===== config.mk =====
export PLATFORM = sky130hd
export DESIGN_NAME = onewire_master_byte_engine_flat
export DESIGN_NICKNAME = d
export VERILOG_FILES = /design/src/hw/rtl/owm_pkg.sv /design/src/hw/rtl/owm_if.sv /design/src/hw/rtl/owm_cfg.sv /design/src/hw/rtl/owm_front.sv /design/src/hw/rtl/owm_engine.sv /design/src/hw/rtl/onewire_master_byte_engine.sv /design/src/flat_wrapper.sv
export SDC_FILE = /design/constraint.sdc
export NUM_CORES = 1
export LEC_CHECK = 0
export ABC_AREA = 1
export BUFFER_PORTS_ARGS = -buffer_cell sky130_fd_sc_hd__buf_2
export CORE_MARGIN = 4
export CORE_UTILIZATION = 64
export DETAILED_ROUTE_END_ITERATION = 7
export MAX_ROUTING_LAYER = met4
export PLACE_DENSITY = 0.95
export SLEW_MARGIN = 40
export SYNTH_ARGS = -nofsm -noshare
export SYNTH_HDL_FRONTEND = slang
export SYNTH_HIERARCHICAL = 1
export SYNTH_SLANG_ARGS = --single-unit

===== constraint.sdc =====
create_clock -name clk_i -period 10 [get_ports clk_i]
set_input_delay 1 -clock clk_i [delete_from_list [all_inputs] [get_ports clk_i]]
set_output_delay 1 -clock clk_i [all_outputs]
set_load 0.01 [all_outputs]

===== src/hw/rtl/owm_pkg.sv =====
package owm_pkg;

  localparam int unsigned TickW    = 10;
  localparam int unsigned ShortW   = 8;
  localparam int unsigned DataW    = 8;
  localparam int unsigned CfgAddrW = 5;
  localparam int unsigned CfgDataW = 32;

  localparam int unsigned QueueDepthDef = 2;

  localparam logic [TickW-1:0]  ResetLowDef   = 10'd350;
  localparam logic [TickW-1:0]  ResetWaitDef  = 10'd265;
  localparam logic [ShortW-1:0] ResetLeadDef  = 8'd1;
  localparam logic [ShortW-1:0] WriteLeadDef  = 8'd1;
  localparam logic [ShortW-1:0] ReadLeadDef   = 8'd2;
  localparam logic [ShortW-1:0] SlotHoldDef   = 8'd40;
  localparam logic [ShortW-1:0] RecoveryDef   = 8'd1;

  typedef enum logic [1:0] {
    CmdTick  = 2'd0,
    CmdReset = 2'd1,
    CmdWrite = 2'd2,
    CmdRead  = 2'd3
  } cmd_e;

  typedef enum logic [2:0] {
    RegResetLow  = 3'd0,
    RegResetWait = 3'd1,
    RegResetLead = 3'd2,
    RegWriteLead = 3'd3,
    RegReadLead  = 3'd4,
    RegSlotHold  = 3'd5,
    RegRecovery  = 3'd6
  } cfg_idx_e;

  typedef struct packed {
    logic [TickW-1:0]  reset_low_ticks;
    logic [TickW-1:0]  reset_wait_ticks;
    logic [ShortW-1:0] reset_lead_ticks;
    logic [ShortW-1:0] write_lead_ticks;
    logic [ShortW-1:0] read_lead_ticks;
    logic [ShortW-1:0] slot_hold_ticks;
    logic [ShortW-1:0] recovery_ticks;
  } cfg_t;

  typedef struct packed {
    cmd_e             kind;
    logic [DataW-1:0] data;
    logic             line_level;
  } item_t;

  typedef struct packed {
    logic             drive_low;
    logic             busy_res;
    logic             done_res;
    logic [DataW-1:0] read_data;
    logic             rejected;
  } res_t;

endpackage


===== src/hw/rtl/owm_if.sv =====
interface owm_cmd_if;
  logic       valid;
  logic       ready;
  logic [1:0] op;
  logic [7:0] data;
  logic       line_level;

  modport source (output valid, output op, output data, output line_level, input ready);
  modport sink (input valid, input op, input data, input line_level, output ready);
endinterface

interface owm_res_if;
  logic       valid;
  logic       ready;
  logic       drive_low;
  logic       busy_res;
  logic       done_res;
  logic [7:0] read_data;
  logic       rejected;

  modport source (
    output valid, output drive_low, output busy_res, output done_res,
    output read_data, output rejected, input ready
  );
  modport sink (
    input valid, input drive_low, input busy_res, input done_res,
    input read_data, input rejected, output ready
  );
endinterface


===== src/hw/rtl/owm_cfg.sv =====
module owm_cfg (
  input  logic                           clk_i,
  input  logic                           rst_ni,
  input  logic                           psel,
  input  logic                           penable,
  input  logic                           pwrite,
  input  logic [owm_pkg::CfgAddrW-1:0]   paddr,
  input  logic [owm_pkg::CfgDataW-1:0]   pwdata,
  output logic [owm_pkg::CfgDataW-1:0]   prdata,
  output logic                           pready,
  output owm_pkg::cfg_t                  cfg_o
);
  import owm_pkg::*;

  cfg_t     cfg_q;
  cfg_idx_e reg_idx;
  logic     wr_en;

  assign reg_idx = cfg_idx_e'(paddr[CfgAddrW-1:2]);
  assign wr_en   = psel && penable && pwrite;
  assign pready  = 1'b1;
  assign cfg_o   = cfg_q;

  always_ff @(posedge clk_i or negedge rst_ni) begin
    if (!rst_ni) begin
      cfg_q.reset_low_ticks  <= ResetLowDef;
      cfg_q.reset_wait_ticks <= ResetWaitDef;
      cfg_q.reset_lead_ticks <= ResetLeadDef;
      cfg_q.write_lead_ticks <= WriteLeadDef;
      cfg_q.read_lead_ticks  <= ReadLeadDef;
      cfg_q.slot_hold_ticks  <= SlotHoldDef;
      cfg_q.recovery_ticks   <= RecoveryDef;
    end else if (wr_en) begin
      case (reg_idx)
        RegResetLow:  cfg_q.reset_low_ticks  <= pwdata[TickW-1:0];
        RegResetWait: cfg_q.reset_wait_ticks <= pwdata[TickW-1:0];
        RegResetLead: cfg_q.reset_lead_ticks <= pwdata[ShortW-1:0];
        RegWriteLead: cfg_q.write_lead_ticks <= pwdata[ShortW-1:0];
        RegReadLead:  cfg_q.read_lead_ticks  <= pwdata[ShortW-1:0];
        RegSlotHold:  cfg_q.slot_hold_ticks  <= pwdata[ShortW-1:0];
        RegRecovery:  cfg_q.recovery_ticks   <= pwdata[ShortW-1:0];
        default: ;
      endcase
    end
  end

  always_comb begin
    prdata = '0;
    case (reg_idx)
      RegResetLow:  prdata = CfgDataW'(cfg_q.reset_low_ticks);
      RegResetWait: prdata = CfgDataW'(cfg_q.reset_wait_ticks);
      RegResetLead: prdata = CfgDataW'(cfg_q.reset_lead_ticks);
      RegWriteLead: prdata = CfgDataW'(cfg_q.write_lead_ticks);
      RegReadLead:  prdata = CfgDataW'(cfg_q.read_lead_ticks);
      RegSlotHold:  prdata = CfgDataW'(cfg_q.slot_hold_ticks);
      RegRecovery:  prdata = CfgDataW'(cfg_q.recovery_ticks);
      default:      prdata = '0;
    endcase
  end

endmodule


===== src/hw/rtl/owm_front.sv =====
module owm_front #(
  parameter int unsigned Depth = owm_pkg::QueueDepthDef
) (
  input  logic           clk_i,
  input  logic           rst_ni,
  owm_cmd_if.sink        cmd,
  output logic           item_valid_o,
  output owm_pkg::item_t item_o,
  input  logic           pop_i
);
  import owm_pkg::*;

  localparam int unsigned PtrW = $clog2(Depth);
  localparam int unsigned CntW = $clog2(Depth + 1);

  item_t           q_mem [Depth];
  logic [PtrW-1:0] wr_ptr_q, rd_ptr_q;
  logic [CntW-1:0] cnt_q;
  item_t           item_in;
  logic            push, pop;

  assign cmd.ready    = (cnt_q != CntW'(Depth));
  assign push         = cmd.valid && cmd.ready;
  assign item_valid_o = (cnt_q != '0);
  assign pop          = pop_i && item_valid_o;
  assign item_o       = q_mem[rd_ptr_q];

  always_comb begin
    item_in.kind       = cmd_e'(cmd.op);
    item_in.data       = (cmd.op == CmdWrite) ? cmd.data : '0;
    item_in.line_level = cmd.line_level;
  end

  always_ff @(posedge clk_i) begin
    if (push) begin
      q_mem[wr_ptr_q] <= item_in;
    end
  end

  always_ff @(posedge clk_i or negedge rst_ni) begin
    if (!rst_ni) begin
      wr_ptr_q <= '0;
      rd_ptr_q <= '0;
      cnt_q    <= '0;
    end else begin
      if (push) begin
        wr_ptr_q <= (wr_ptr_q == PtrW'(Depth - 1)) ? '0 : wr_ptr_q + PtrW'(1);
      end
      if (pop) begin
        rd_ptr_q <= (rd_ptr_q == PtrW'(Depth - 1)) ? '0 : rd_ptr_q + PtrW'(1);
      end
      if (push && !pop) begin
        cnt_q <= cnt_q + CntW'(1);
      end else if (pop && !push) begin
        cnt_q <= cnt_q - CntW'(1);
      end
    end
  end

  a_cnt_bound: assert property (@(posedge clk_i) disable iff (!rst_ni)
    cnt_q <= CntW'(Depth))
    else $error("Queue count exceeds its depth.");

  a_pop_drains: assert property (@(posedge clk_i) disable iff (!rst_ni)
    (pop && !push) |=> (cnt_q == $past(cnt_q) - CntW'(1)))
    else $error("Queue count did not drop on a pop.");

endmodule


===== src/hw/rtl/owm_engine.sv =====
module owm_engine (
  input  logic           clk_i,
  input  logic           rst_ni,
  input  owm_pkg::cfg_t  cfg_i,
  input  logic           item_valid_i,
  input  owm_pkg::item_t item_i,
  output logic           pop_o,
  owm_res_if.source      res
);
  import owm_pkg::*;

  typedef enum logic [2:0] {
    PhIdle    = 3'd0,
    PhRstLead = 3'd1,
    PhRstLow  = 3'd2,
    PhRstWait = 3'd3,
    PhLead    = 3'd4,
    PhHold    = 3'd5,
    PhRec     = 3'd6
  } phase_e;

  phase_e           phase_q, phase_d;
  cmd_e             cmd_q, cmd_d;
  logic [TickW-1:0] tick_q, tick_d;
  logic [2:0]       bit_q, bit_d;
  logic [DataW-1:0] shift_q, shift_d;
  logic [DataW-1:0] last_q, last_d;
  logic             res_valid_q;
  res_t             res_q, res_d;

  logic [TickW-1:0] tick_inc, len;
  logic             drive, rej, done, fin, adv_slot;

  function automatic logic [TickW-1:0] min_one(input logic [TickW-1:0] v);
    return (v == '0) ? TickW'(1) : v;
  endfunction

  assign pop_o = item_valid_i && (!res_valid_q || res.ready);

  always_comb begin
    phase_d  = phase_q;
    cmd_d    = cmd_q;
    tick_d   = tick_q;
    bit_d    = bit_q;
    shift_d  = shift_q;
    last_d   = last_q;
    drive    = 1'b0;
    rej      = 1'b0;
    done     = 1'b0;
    fin      = 1'b0;
    adv_slot = 1'b0;
    tick_inc = '0;
    len      = TickW'(1);

    if (item_i.kind != CmdTick) begin
      if (phase_d != PhIdle) begin
        rej = 1'b1;
      end else begin
        cmd_d  = item_i.kind;
        bit_d  = '0;
        tick_d = '0;
        if (item_i.kind == CmdReset) begin
          phase_d = (cfg_i.reset_lead_ticks == '0) ? PhRstLow : PhRstLead;
        end else begin
          shift_d = (item_i.kind == CmdWrite) ? item_i.data : '0;
          phase_d = PhLead;
        end
      end
    end

    if (phase_d != PhIdle) begin
      if (phase_d == PhRstLow || phase_d == PhLead) begin
        drive = 1'b1;
      end else if (phase_d == PhHold && cmd_d == CmdWrite) begin
        drive = ~shift_d[0];
      end

      if (phase_d == PhHold && cmd_d == CmdRead && tick_d == '0) begin
        shift_d = {item_i.line_level, shift_d[DataW-1:1]};
      end

      tick_inc = tick_d + TickW'(1);
      case (phase_d)
        PhRstLead: len = TickW'(cfg_i.reset_lead_ticks);
        PhRstLow:  len = min_one(cfg_i.reset_low_ticks);
        PhRstWait: len = min_one(cfg_i.reset_wait_ticks);
        PhLead:    len = min_one((cmd_d == CmdRead) ? TickW'(cfg_i.read_lead_ticks)
                                                    : TickW'(cfg_i.write_lead_ticks));
        PhHold:    len = min_one(TickW'(cfg_i.slot_hold_ticks));
        PhRec:     len = TickW'(cfg_i.recovery_ticks);
        default:   len = TickW'(1);
      endcase

      if (tick_inc >= len) begin
        tick_d = '0;
        case (phase_d)
          PhRstLead: phase_d = PhRstLow;
          PhRstLow:  phase_d = PhRstWait;
          PhRstWait: fin = 1'b1;
          PhLead:    phase_d = PhHold;
          PhHold: begin
            if (cmd_d == CmdWrite) begin
              shift_d = {1'b0, shift_d[DataW-1:1]};
            end
            if (cfg_i.recovery_ticks == '0) begin
              adv_slot = 1'b1;
            end else begin
              phase_d = PhRec;
            end
          end
          PhRec:     adv_slot = 1'b1;
          default:   fin = 1'b1;
        endcase
        if (adv_slot) begin
          if (bit_d == 3'd7) begin
            fin = 1'b1;
          end else begin
            bit_d   = bit_d + 3'd1;
            phase_d = PhLead;
          end
        end
        if (fin) begin
          if (cmd_d == CmdRead) begin
            last_d = shift_d;
          end
          phase_d = PhIdle;
          done    = 1'b1;
        end
      end else begin
        tick_d = tick_inc;
      end
    end

    res_d.drive_low = drive;
    res_d.busy_res  = (phase_d != PhIdle);
    res_d.done_res  = done;
    res_d.read_data = last_d;
    res_d.rejected  = rej;
  end

  always_ff @(posedge clk_i or negedge rst_ni) begin
    if (!rst_ni) begin
      phase_q     <= PhIdle;
      cmd_q       <= CmdTick;
      tick_q      <= '0;
      bit_q       <= '0;
      shift_q     <= '0;
      last_q      <= '0;
      res_valid_q <= 1'b0;
      res_q       <= '0;
    end else if (pop_o) begin
      phase_q     <= phase_d;
      cmd_q       <= cmd_d;
      tick_q      <= tick_d;
      bit_q       <= bit_d;
      shift_q     <= shift_d;
      last_q      <= last_d;
      res_valid_q <= 1'b1;
      res_q       <= res_d;
    end else if (res.ready) begin
      res_valid_q <= 1'b0;
    end
  end

  assign res.valid     = res_valid_q;
  assign res.drive_low = res_q.drive_low;
  assign res.busy_res  = res_q.busy_res;
  assign res.done_res  = res_q.done_res;
  assign res.read_data = res_q.read_data;
  assign res.rejected  = res_q.rejected;

  a_done_not_busy: assert property (@(posedge clk_i) disable iff (!rst_ni)
    (res_valid_q && res_q.done_res) |-> !res_q.busy_res)
    else $error("A finished operation still reports busy.");

  a_idle_no_reject: assert property (@(posedge clk_i) disable iff (!rst_ni)
    (pop_o && phase_q == PhIdle) |=> !res_q.rejected)
    else $error("A command was rejected while the engine was idle.");

  a_idle_count_clear: assert property (@(posedge clk_i) disable iff (!rst_ni)
    (phase_q == PhIdle) |-> (tick_q == '0))
    else $error("Tick count is not clear while idle.");

endmodule


===== src/hw/rtl/onewire_master_byte_engine.sv =====
// Single-wire bus master that times reset pulses and byte writes and reads.
// Commands arrive on the cmd_i channel, one transaction per bus tick: op 0 is
// a plain tick, op 1 starts a reset pulse, op 2 writes data LSB first and op 3
// reads a byte. Each command transaction yields exactly one result transaction
// on res_o with the bus drive level for that tick, busy, done, the last byte
// read and a rejected flag for a command that arrived while busy.
// Timing registers are to be written by the user through the APB port only
// while the engine is idle; the block does not enforce this. A command enters
// a queue of QueueDepth entries, two by default, and its result passes through
// the engine's output register. While res_o does not stall, one transaction is
// accepted and one result is delivered every cycle; that rate is set by the
// engine, which retires one queued tick per cycle into its output register.
// When res_o stalls, the result is held, the queue fills and cmd_i ready drops
// once the queue is full; no transaction is lost.
// Reset loads the default timings, empties the queue, returns the engine to
// idle and clears the stored read byte.
module onewire_master_byte_engine #(
  parameter int unsigned QueueDepth = owm_pkg::QueueDepthDef
) (
  input  logic                         clk_i,
  input  logic                         rst_ni,
  input  logic                         psel,
  input  logic                         penable,
  input  logic                         pwrite,
  input  logic [owm_pkg::CfgAddrW-1:0] paddr,
  input  logic [owm_pkg::CfgDataW-1:0] pwdata,
  output logic [owm_pkg::CfgDataW-1:0] prdata,
  output logic                         pready,
  owm_cmd_if.sink                      cmd_i,
  owm_res_if.source                    res_o
);
  import owm_pkg::*;

  cfg_t  cfg;
  item_t item;
  logic  item_valid;
  logic  pop;

  owm_cfg u_cfg (
    .clk_i   (clk_i),
    .rst_ni  (rst_ni),
    .psel    (psel),
    .penable (penable),
    .pwrite  (pwrite),
    .paddr   (paddr),
    .pwdata  (pwdata),
    .prdata  (prdata),
    .pready  (pready),
    .cfg_o   (cfg)
  );

  owm_front #(
    .Depth (QueueDepth)
  ) u_front (
    .clk_i        (clk_i),
    .rst_ni       (rst_ni),
    .cmd          (cmd_i),
    .item_valid_o (item_valid),
    .item_o       (item),
    .pop_i        (pop)
  );

  owm_engine u_engine (
    .clk_i        (clk_i),
    .rst_ni       (rst_ni),
    .cfg_i        (cfg),
    .item_valid_i (item_valid),
    .item_i       (item),
    .pop_o        (pop),
    .res          (res_o)
  );

endmodule


===== src/flat_wrapper.sv =====
// flat-port wrapper written by rule: the top's interface ports become plain ports
module onewire_master_byte_engine_flat import owm_pkg::*;
#(
  parameter int unsigned QueueDepth = owm_pkg::QueueDepthDef
)
  (clk_i, rst_ni, psel, penable, pwrite, paddr, pwdata, prdata, pready, cmd_i_valid, cmd_i_op, cmd_i_data, cmd_i_line_level, cmd_i_ready, res_o_valid, res_o_drive_low, res_o_busy_res, res_o_done_res, res_o_read_data, res_o_rejected, res_o_ready);
  owm_cmd_if cmd_i_i ();
  owm_res_if res_o_i ();
  input  logic clk_i;
  input  logic rst_ni;
  input  logic psel;
  input  logic penable;
  input  logic pwrite;
  input  logic [owm_pkg::CfgAddrW-1:0] paddr;
  input  logic [owm_pkg::CfgDataW-1:0] pwdata;
  output logic [owm_pkg::CfgDataW-1:0] prdata;
  output logic pready;
  input wire logic [$bits(cmd_i_i.valid)-1:0] cmd_i_valid;
  input wire logic [$bits(cmd_i_i.op)-1:0] cmd_i_op;
  input wire logic [$bits(cmd_i_i.data)-1:0] cmd_i_data;
  input wire logic [$bits(cmd_i_i.line_level)-1:0] cmd_i_line_level;
  output wire logic [$bits(cmd_i_i.ready)-1:0] cmd_i_ready;
  output wire logic [$bits(res_o_i.valid)-1:0] res_o_valid;
  output wire logic [$bits(res_o_i.drive_low)-1:0] res_o_drive_low;
  output wire logic [$bits(res_o_i.busy_res)-1:0] res_o_busy_res;
  output wire logic [$bits(res_o_i.done_res)-1:0] res_o_done_res;
  output wire logic [$bits(res_o_i.read_data)-1:0] res_o_read_data;
  output wire logic [$bits(res_o_i.rejected)-1:0] res_o_rejected;
  input wire logic [$bits(res_o_i.ready)-1:0] res_o_ready;
  assign cmd_i_i.valid = cmd_i_valid;
  assign cmd_i_i.op = cmd_i_op;
  assign cmd_i_i.data = cmd_i_data;
  assign cmd_i_i.line_level = cmd_i_line_level;
  assign cmd_i_ready = cmd_i_i.ready;
  assign res_o_valid = res_o_i.valid;
  assign res_o_drive_low = res_o_i.drive_low;
  assign res_o_busy_res = res_o_i.busy_res;
  assign res_o_done_res = res_o_i.done_res;
  assign res_o_read_data = res_o_i.read_data;
  assign res_o_rejected = res_o_i.rejected;
  assign res_o_i.ready = res_o_ready;
  onewire_master_byte_engine #(.QueueDepth(QueueDepth)) u_core (.clk_i(clk_i), .rst_ni(rst_ni), .psel(psel), .penable(penable), .pwrite(pwrite), .paddr(paddr), .pwdata(pwdata), .prdata(prdata), .pready(pready), .cmd_i(cmd_i_i), .res_o(res_o_i));
endmodule

==> results of run 1 <==
[cell type report]
class,count,share of cell area
Clock buffer,18,0.0487
Clock inverter,14,0.0165
Inverter,98,0.0417
Multi-Input combinational cell,813,0.466
Sequential cell,125,0.369
Tap cell,168,0.0238
Timing Repair Buffer,57,0.0342
[cell usage in the layout (no fill, tap or decap), types with 15 or more instances in the layout]
cell type | synthesis | layout
a21oi_1 | 32 | 32
buf_2 | 16 | 53
clkbuf_16 | 0 | 17
conb_1 | 2 | 23
dfrtp_1 | 88 | 88
dfstp_2 | 15 | 15
edfxtp_1 | 22 | 22
inv_1 | 88 | 88
nand2_1 | 326 | 326
nand3_1 | 88 | 88
nand4_1 | 43 | 43
nor2_1 | 79 | 77
o21ai_0 | 91 | 91
[where the power goes]
part | switching [mW] | internal (mW) | leakage [nW] | total, mW
logic | 1.03 | 0.441 | 2.70 | 1.47
registers | 0.121 | 0.684 | 1.47 | 0.805
clock network | 0.233 | 0.365 | 0.274 | 0.598
[flip-flops by register name, summed over array words and instances, names as in the netlist]
| name | count |
|---|---|
| u_core/u_engine/shift_q | 8 |
| u_core/u_engine/phase_q | 3 |
| u_core/u_engine/res.read_data | 8 |
| u_core/u_front/wr_ptr_q | 1 |
| u_core/u_engine/res.valid | 1 |
| u_core/u_front/cnt_q | 2 |
| u_core/u_front/rd_ptr_q | 1 |
| u_core/u_engine/cmd_q | 2 |
| u_core/u_engine/bit_q | 3 |
| u_core/u_engine/res.drive_low | 1 |
| u_core/u_engine/tick_q | 10 |
| u_core/u_engine/res.rejected | 1 |
| u_core/u_engine/res.done_res | 1 |
| u_core/u_front/q_mem | 22 |
| u_core/u_engine/res.busy_res | 1 |
| u_core/u_cfg/cfg_o | 60 |
[worst max-delay path by stage]
stage          slack [ns]  cells after the start                                to
6_report             4.88                     23        u_core/u_engine/shift_q[0]
4_1_cts              5.08                     23        u_core/u_engine/shift_q[0]
3_3_place_gp         5.32                     23        u_core/u_engine/shift_q[5]
5_1_grt              4.43                     23        u_core/u_engine/shift_q[0]
2_1_floorplan        6.43                     29  u_core/u_engine/res.read_data[6]
3_5_place_dp         5.21                     21        u_core/u_engine/shift_q[5]
[Yosys cell counts (all sizes together), types with 11 or more instances]
| cell | number |
|---|---|
| buf | 52 |
| inv | 98 |
| nand2 | 345 |
| nor3 | 11 |
| nand3 | 100 |
| o21ai | 106 |
| edfxtp | 22 |
| ha | 14 |
| dfrtp | 88 |
| dfstp | 15 |
| a21oi | 33 |
| nand4 | 43 |
| nor2 | 96 |
[cells by family (layout without fill, tap and decap cells)]
| group | count (synthesis) | after routing |
|---|---|---|
| simple gates | 601 | 601 |
| compound gates | 168 | 168 |
| buf+inv | 159 | 187 |
| flops | 125 | 125 |
| fa+ha+maj | 14 | 14 |
| xor+xnor | 6 | 6 |
| other cells | 2 | 23 |
| mux | 1 | 1 |
[critical path: stages, from the launching register on]
cell and delay (ns):
dfrtp_1 0.55, inv_1 0.39, nand2_1 0.09, nand2_1 0.20
nand3_1 0.42, nand2_1 0.21, nand2_1 0.13, nand2_2 0.25
inv_2 0.17, nand2_1 0.09, nand2_1 0.09, nand2_1 0.08
o211ai_1 0.08, a211oi_1 0.29, ha_1 0.30, a21oi_1 0.19
o21ai_0 0.13, nand2_1 0.12, nand3_1 0.07, nor2_1 0.55
nor2_2 0.20, nand3_1 0.17, nand3_1 0.10, a21oi_1 0.17
[stage by stage]
stage / hold slack, ns / power [mW] / setup WS (ns) / instances / utilization
global route: 0.437 / 3.07 / 4.43 / 1293 / 0.725
detailed placement: 0.464 / 2.21 / 5.21 / 1261 / 0.678
finish: 0.429 / 2.87 / 4.88 / 1293 / 0.725
CTS: 0.433 / 2.82 / 5.08 / 1293 / 0.725
floorplan: 0.449 / 1.86 / 6.43 / 1097 / -
global placement: 0.460 / 2.14 / 5.32 / 1261 / 0.677
[layer usage]
layer / vias up / global-route usage / wire length, um
met4: 0 / 0.125 / 770
met5: - / - / 0
li1: 3597 / - / -
met3: 87 / 0.0598 / 2390
met1: 3603 / 0.411 / 8410
met2: 568 / 0.516 / 10600
==> metrics.txt, run 1 <==
Synth Area in Compound Gates 0.118; share of layout cells above drive strength 1 0.156; mux share of post-synthesis cell area 0.00124; power per cell area 325 nW/um^2; Synth top area share 0.274; RSZ-0062 raised after global routing false; XOR/XNOR Fraction of Synth Area 0.00747; Sink Count 125; Post-CTS Hold Buffers 0; Setup CP Type reg2reg; Clock Skews about 0.014 ns; CP startpoint u_core/u_front/rd_ptr_q; cell area after synthesis roughly 8000 sq um; register bit count reported by yosys 125; Final Critical Period 5.12 ns; syn_area_per_cell 7.47 sq um; DR WL/cell 17.2 um; Slew headroom 0.525; reg-to-reg endpoint u_core/u_engine/shift_q[0]; routability cong. 1.01; Final ANT Viol Nets 0; first-pass GRT wire length 36,300 um; Inserted Clock Buffers 17; cts repair resizes 0; io pins 102; fraction of the mapped netlist area in simple logic gates 0.350; Layout area overhead 9.63%; P_leak approximately 4.4 nW; total global-route track usage 0.323; Total Wirelength 22,200 um; Max IR drop VDD 221 uV; Root Buffer clkbuf_16; largest family of logic cells by synthesized area simple AND/OR/NAND/NOR gates; fmax ~200 MHz; setup violators final 0; Clock transition at path regs 0.06 ns; HPWL after DPL 15,000 um; count of cell types in the netlist 49; Worst Reg-to-Reg Cells 23; vias post-DR 7,855; starting density of the core 0.661; CTS tree done; GRT Residual Overflow 0; Post-CTS Setup Repair Bufs 0; initial antenna violation count 0; Die X-Extent 120 um; max-slew violation count 0; EDFF count, synth 22; Yosys warnings 6; row count 40; Worst EP arrival 5.47 ns; Max-Cap Viols 0; critical path required time 10.35 ns; CTS Buffer Depth 2; multi-input logic area just over 4000 sq um; register-to-register setup slack 4.88 ns; critical-path maximum fanout 13; largest net degree at the start of global routing 88; n_diodes 0; status finished, final reports clean; Post-Synth Adder-Cell Area 0.0218; number of global-route vias before repair 7,380; cell taking the most area after synthesis dfrtp_1; clock latency at the later pin of the worst-skew pair 0.43 ns; core area 12,200 sq um; Hold Violations, Final 0; Worst Max-Slew Pin Slew 0.710 ns; Top FF cell, synth dfrtp_1; Design Area, Final 8820 sq um; Synth area leaders dfrtp_1 (27%), nand2_1 (15%), edfxtp_1 (8.2%), o21ai_0 (5.7%), nand3_1 (5.5%); port bufs 54; Tightest Hold Check Type in2async; fillers 912; Max H-tree Level 4; crit start category register; die area 14,400 sq um; Die Height 120 um; DRC 0; CP endpoint kind register; DP Area 8240 sq um; sequential area share after synthesis 0.405; setup_tns 0 ns; NumNets Final approximately 1,200; drt first pass iters 8; Cells after Synth approximately 1,100; Final period util 0.512; Post-synth ARST share 0.824; FF/Latch Area 3260 sq um; worst r2r src u_core/u_front/rd_ptr_q; DR vias/cell 6.08; drt first-iter violations 1,174
Power figures use the tool's default switching activity.
==> run 2, diff against run 1 <==
--- a/config.mk
+++ b/config.mk
@@ -8,10 +8,10 @@
 export ABC_AREA = 1
 export BUFFER_PORTS_ARGS = -buffer_cell sky130_fd_sc_hd__buf_2
 export CORE_MARGIN = 4
-export CORE_UTILIZATION = 64
+export CORE_UTILIZATION = 59
 export DETAILED_ROUTE_END_ITERATION = 7
 export MAX_ROUTING_LAYER = met4
-export PLACE_DENSITY = 0.95
+export PLACE_DENSITY = 0.89
 export SLEW_MARGIN = 40
 export SYNTH_ARGS = -nofsm -noshare
 export SYNTH_HDL_FRONTEND = slang
==> constraint.sdc (replaced) <==
create_clock -name clk_i -period 5.05 [get_ports clk_i]
set_input_delay 0.505 -clock clk_i [delete_from_list [all_inputs] [get_ports clk_i]]
set_output_delay 0.505 -clock clk_i [all_outputs]
set_load 0.01 [all_outputs]
==> metrics.txt, run 2 (synthesis results as in run 1) <==
status finished, final reports clean; DR vias/cell 5.85 (-3.8%); CTS Buffer Depth 2 (unchanged); Tightest Hold Check Type in2async; DP Area 8280 sq um (+0.49%); hold slack 0.0815 ns (-0.347 ns); Total Wirelength 21,600 um (-2.5%); max-slew violation count 0 (unchanged); initial antenna violation count 0 (unchanged); setup_tns 0 ns (unchanged); die area 15,600 sq um (+7.9%); register-to-register setup slack 0.65 ns (-4.23 ns); Die Height 125 um (+3.9%); Hold Violations, Final 0 (unchanged); DR WL/cell 16.6 um (-3.4%); final core utilization 0.669 (-0.0562); fmax 227 MHz (+16%); Slew headroom 0.556 (+0.0313); HPWL after DPL 14,900 um (-0.28%); NumNets Final 1,185 (+0.34%); number of global-route vias before repair 7,038 (-4.6%); port bufs 54 (unchanged); Die X-Extent 125 um (+3.9%); critical path required time 5.36 ns (-4.99 ns); n_diodes 0 (unchanged); Final Critical Period 4.40 ns (-0.719 ns); Design Area, Final 8890 sq um (+0.85%); Max H-tree Level 4 (unchanged); Final ANT Viol Nets 0 (unchanged); RSZ-0062 raised after global routing false; max incr delay on CP 0.50 ns (-0.05 ns); CP max stage cell dfrtp_2; Sink Count 125 (unchanged); GRT Residual Overflow 0 (unchanged); drt first-iter violations 1,145 (-2.5%); vias post-DR 7,628 (-2.9%); Final period util 0.872 (+0.359); row count 42 (+5.0%); Inserted Clock Buffers 17 (unchanged); largest net degree at the start of global routing 74 (-16%); total global-route track usage 0.284 (-0.0397); starting density of the core 0.605 (-0.0564); cell family with most CP delay simple AND/OR/NAND/NOR gates; most frequent cells in the layout nand2_1 (326), o21ai_0 (91), inv_1 (88), nand3_1 (88), dfrtp_1 (87); Post-CTS Setup Repair Bufs 0 (unchanged); Worst EP arrival 4.71 ns (-0.76 ns); share of layout cells above drive strength 1 0.161 (+0.00476); Setup CP Type reg2reg; max FFs per register 60 (unchanged); Max-Cap Viols 0 (unchanged); CP dominant cell by count nand2_1; most common cell after layout, fill and taps aside nand2_1; CTS tree done; Clock Skews 0.00925 ns (-0.00425 ns); routability cong. 1.03 (+1.6%); core area 13,300 sq um (+9.3%); critical-path maximum fanout 16 (+3); Max IR drop VDD 397 uV (+80%); DRC 0 (unchanged); io pins 102 (unchanged); P_leak 4.47 nW (+0.62%); first-pass GRT wire length 34,900 um (-3.9%); power per cell area 650 nW/um^2 (+100%); drt first pass iters 8 (unchanged); Layout area overhead 10.6%; Worst Max-Slew Pin Slew 0.666 ns (-0.0444 ns); setup violators final 0 (unchanged); clock latency at the later pin of the worst-skew pair 0.42 ns (about the same); Clock transition at path regs 0.06 ns (about the same); CP endpoint kind register; Buf/Inv on CP 5 (+3); Root Buffer clkbuf_16; crit start category register
-- run 2: worst reg2reg max path, stage by stage (launching register included) --
cell and delay (ns):
dfrtp_2 0.50, inv_1 0.24, nand2_1 0.14, nand2_1 0.16
inv_1 0.13, nand2_1 0.09, nand3_2 0.22, nand2_1 0.15
inv_1 0.16, ha_1 0.20, nand3_1 0.12, nor2_1 0.14
nand3_1 0.12, nor2_1 0.11, nand2_1 0.05, nand2_1 0.09
inv_1 0.06, ha_1 0.29, nand2_1 0.07, nor3_1 0.20
nand3_1 0.13, nand3_1 0.10, nor2_1 0.04, buf_4 0.16
nor3_4 0.20, nand3_4 0.23, nand2_1 0.12, o21ai_1 0.07
-- run 2: metrics by stage --
step,setup slack [ns],total power [mW],cells
2_1_floorplan,1.48,3.67,1097
3_3_place_gp,0.668,4.32,1273
3_5_place_dp,0.558,4.43,1273
4_1_cts,0.479,5.73,1305
5_1_grt,0.144,6.19,1305
6_report,0.649,5.78,1305
-- run 2: final cells by class --
type                    instances  area (sq um)
clock inverters                15           185
flip-flops and latches        125          3260
fillers                      1082          4400
repair buffers                 61           329
multi-input cells             813          4110
inverters                      98           368
well taps                     176           220
clock buffers                  17           425
-- run 2: per-layer routing --
metal,global-route usage,vias to the layer above,routed length [um]
met5,-,-,0
li1,-,3618,-
met1,0.359,3571,8640
met2,0.455,382,10600
met4,0.0903,0,493
met3,0.0643,57,1950
-- run 2: final timing paths --
kind / startpoint / to / cells past startpoint
setup / recovery: u_core/u_front/rd_ptr_q / u_core/u_engine/res.read_data[6] / 27
min in group clk_i: cmd_i_line_level / u_core/u_front/q_mem[1][0] / 1
max in group asynchronous: rst_ni / u_core/u_cfg/cfg_o[32] / 2
hold / removal: rst_ni / u_core/u_front/wr_ptr_q / 1
setup reg to reg: u_core/u_front/rd_ptr_q / u_core/u_engine/res.read_data[6] / 27
hold reg to reg: u_core/u_engine/res.read_data[1] / u_core/u_engine/res.read_data[1] / 2
-- run 2: what timing repair did --
item,4_1_cts,5_1_grt
gates resized for setup,0,1
hold buffers,0,0
endpoints found under the setup margin,0,9
-- run 2: where the power goes --
| group | leakage (nW) | internal [mW] | total [mW] | switching, mW |
|---|---|---|---|---|
| sequential | 1.46 | 1.36 | 1.59 | 0.237 |
| combinational | 2.72 | 0.929 | 2.92 | 1.99 |
| clock | 0.285 | 0.782 | 1.27 | 0.487 |
==> run 3, diff against run 2 <==
--- a/config.mk
+++ b/config.mk
@@ -7,11 +7,13 @@
 export LEC_CHECK = 0
 export ABC_AREA = 1
 export BUFFER_PORTS_ARGS = -buffer_cell sky130_fd_sc_hd__buf_2
+export CORE_ASPECT_RATIO = 0.7
 export CORE_MARGIN = 4
 export CORE_UTILIZATION = 59
 export DETAILED_ROUTE_END_ITERATION = 7
 export MAX_ROUTING_LAYER = met4
 export PLACE_DENSITY = 0.89
+export SETUP_SLACK_MARGIN = 0.5
 export SLEW_MARGIN = 40
 export SYNTH_ARGS = -nofsm -noshare
 export SYNTH_HDL_FRONTEND = slang
==> metrics.txt, run 3 (synthesis results as in run 1) <==
max incr delay on CP 0.40 ns (-0.10 ns); Root Buffer clkbuf_16; P_leak 4.51 nW (+0.79%); Critical path destination u_core/u_engine/res.busy_res; Clock transition at path regs 0.06 ns (about the same); Die X-Extent 148 um (+18%); stages on the worst setup path 24 (-11%); reg-to-reg endpoint u_core/u_engine/res.busy_res; Inserted Clock Buffers 17 (unchanged); starting density of the core 0.606 (+0.00120); CP startpoint u_core/u_front/rd_ptr_q; register-to-register setup slack 0.79 ns (+0.14 ns); Total Wirelength 23,000 um (+6.4%); worst r2r src u_core/u_front/rd_ptr_q; Max IR drop VDD 450 uV (+13%); CP endpoint kind register; max FFs per register 60 (unchanged); CP max stage cell dfrtp_1; CTS tree done; DR vias/cell 5.95 (+1.8%); total global-route track usage 0.300 (+0.0162); HPWL after DPL 16,000 um (+7.3%); multi-input logic area 4150 sq um (+0.98%); Final period util 0.843 (-0.0287); Final ANT Viol Nets 0 (unchanged); final core utilization 0.676 (+0.00689); Final Critical Period 4.26 ns (-0.145 ns); core area 13,300 sq um (-0.20%); Layout area overhead 11.5%; most frequent cells in the layout nand2_1 (326), o21ai_0 (91), nand3_1 (88), dfrtp_1 (88), inv_1 (87); Setup CP Type reg2reg; Die Height 106 um (-15%); CP dominant cell by count nand2_1; share of layout cells above drive strength 1 0.169 (+0.00766); drt first-iter violations 1,009 (-12%); Max H-tree Level 4 (unchanged); Max-Cap Viols 0 (unchanged); GRT Residual Overflow 0 (unchanged); largest net degree at the start of global routing 72 (-2.7%); routability cong. 0.995 (-3.1%); Post-CTS Hold Buffers 0 (unchanged); most common cell after layout, fill and taps aside nand2_1; io pins 102 (unchanged); drt first pass iters 5 (-3); first-pass GRT wire length 36,000 um (+3.3%); status finished, final reports clean; final non-filler cell total 1,322 (+1.3%); vias post-DR 7,869 (+3.2%); port bufs 54 (unchanged); worst-path cell chain buf_4 -> nand2_1 -> nand2_1 -> nand3_1 -> nand2_1 -> nand2_1 -> nand2_2 -> inv_2 -> nand2_1 -> nand2_1 -> nand2_1 -> o211ai_1 -> a211oi_1 -> ha_1 -> a21oi_1 -> o21ai_0 -> nand2_1 -> nand3_1 -> nor2_4 -> nand2_1 -> a21oi_1 -> nand2_1 -> nand2_1 -> nand2_1; initial antenna violation count 0 (unchanged); DRC 0 (unchanged); clock latency at the later pin of the worst-skew pair 0.43 ns (about the same); die area 15,600 sq um (+0.19%); cell family with most CP delay simple AND/OR/NAND/NOR gates; RSZ-0062 raised after global routing false; Sink Count 125 (unchanged); critical-path maximum fanout 12 (-4); Slew headroom 0.543 (-0.0130); row count 35 (-17%); power per cell area 658 nW/um^2 (+1.3%); NumNets Final 1,193 (+0.68%); DR WL/cell 17.4 um (+5.0%); Design Power 5.90 mW (+2.1%); n_diodes 0 (unchanged); Tightest Hold Check Type in2async; setup_tns 0 ns (unchanged); Buf/Inv on CP 2 (-3); setup violators final 0 (unchanged); max-slew violation count 0 (unchanged); Worst Reg-to-Reg Cells 24 (-11%); fillers 1,104 (+2.0%); number of global-route vias before repair 7,038 (unchanged); CTS Buffer Depth 2 (unchanged); Worst Max-Slew Pin Slew 0.686 ns (+0.0195 ns); fmax 235 MHz (+3.4%); critical path required time 5.36 ns (about the same); Clock Skews 0.0113 ns (+0.00206 ns); FF/Latch Area 3260 sq um (about the same); Worst EP arrival 4.57 ns (-0.14 ns); crit start category register; placed cells 1,283 (+0.79%); Hold Violations, Final 0 (unchanged)
[run 3: changes by cell type in the layout (fill, tap and decap cells not counted), moves of 2 or more]
cell	change
buf_4	+7
bufinv_16	-2
clkinvlp_4	-2
inv_8	+4
nor2_2	-2
nor2_4	+3
[run 3: power breakdown]
group          switching (mW)  internal (mW)
logic                    2.11          0.979
registers               0.249           1.35
clock network           0.513          0.695
[run 3: worst min-delay path by stage]
stage | to | startpoint | cells after the start
detailed placement | u_core/u_engine/res.drive_low | u_core/u_engine/res.drive_low | 2
finish | u_core/u_engine/res.read_data[0] | rst_ni | 1
floorplan | u_core/u_cfg/cfg_o[10] | rst_ni | 0
global placement | u_core/u_engine/res.drive_low | u_core/u_engine/res.drive_low | 2
CTS | u_core/u_engine/res.drive_low | rst_ni | 1
global route | u_core/u_engine/tick_q[8] | rst_ni | 1
[run 3: worst reg2reg max path: cells and delay by family (launching register included)]
kind,cells,cell delay (ns)
and+or+nand+nor,16,2.11
AOI/OAI and AO/OA,5,0.93
DFF,1,0.40
buffers and inverters,2,0.39
adders and majority gates,1,0.32
[run 3: cell type report]
cell class	instances	area share
Inverter	98	0.0414
Multi-Input combinational cell	814	0.462
Tap cell	185	0.0258
Sequential cell	125	0.363
Clock inverter	15	0.0170
Timing Repair Buffer	68	0.0426
Clock buffer	17	0.0474
[run 3: routing by layer]
metal / up-vias / GRT usage / wire length (um)
met5: - / - / 0
met4: 0 / 0.0798 / 386
met3: 54 / 0.0761 / 2690
met2: 477 / 0.417 / 9860
met1: 3689 / 0.436 / 10100
li1: 3649 / - / -
[run 3: metrics by stage]
stage	worst slack, ns	area, sq um	hold slack, ns
3_3_place_gp	0.802	8290	0.460
6_report	0.794	8970	0.105
3_5_place_dp	0.710	8290	0.468
5_1_grt	0.462	8970	0.154
4_1_cts	0.555	8870	0.121
2_1_floorplan	1.48	8120	0.209
[run 3: timing repair]
item / 4_1_cts / 5_1_grt
resized for setup: 0 / 7
buffers inserted: 0 / 6
setup endpoints to repair: 0 / 33
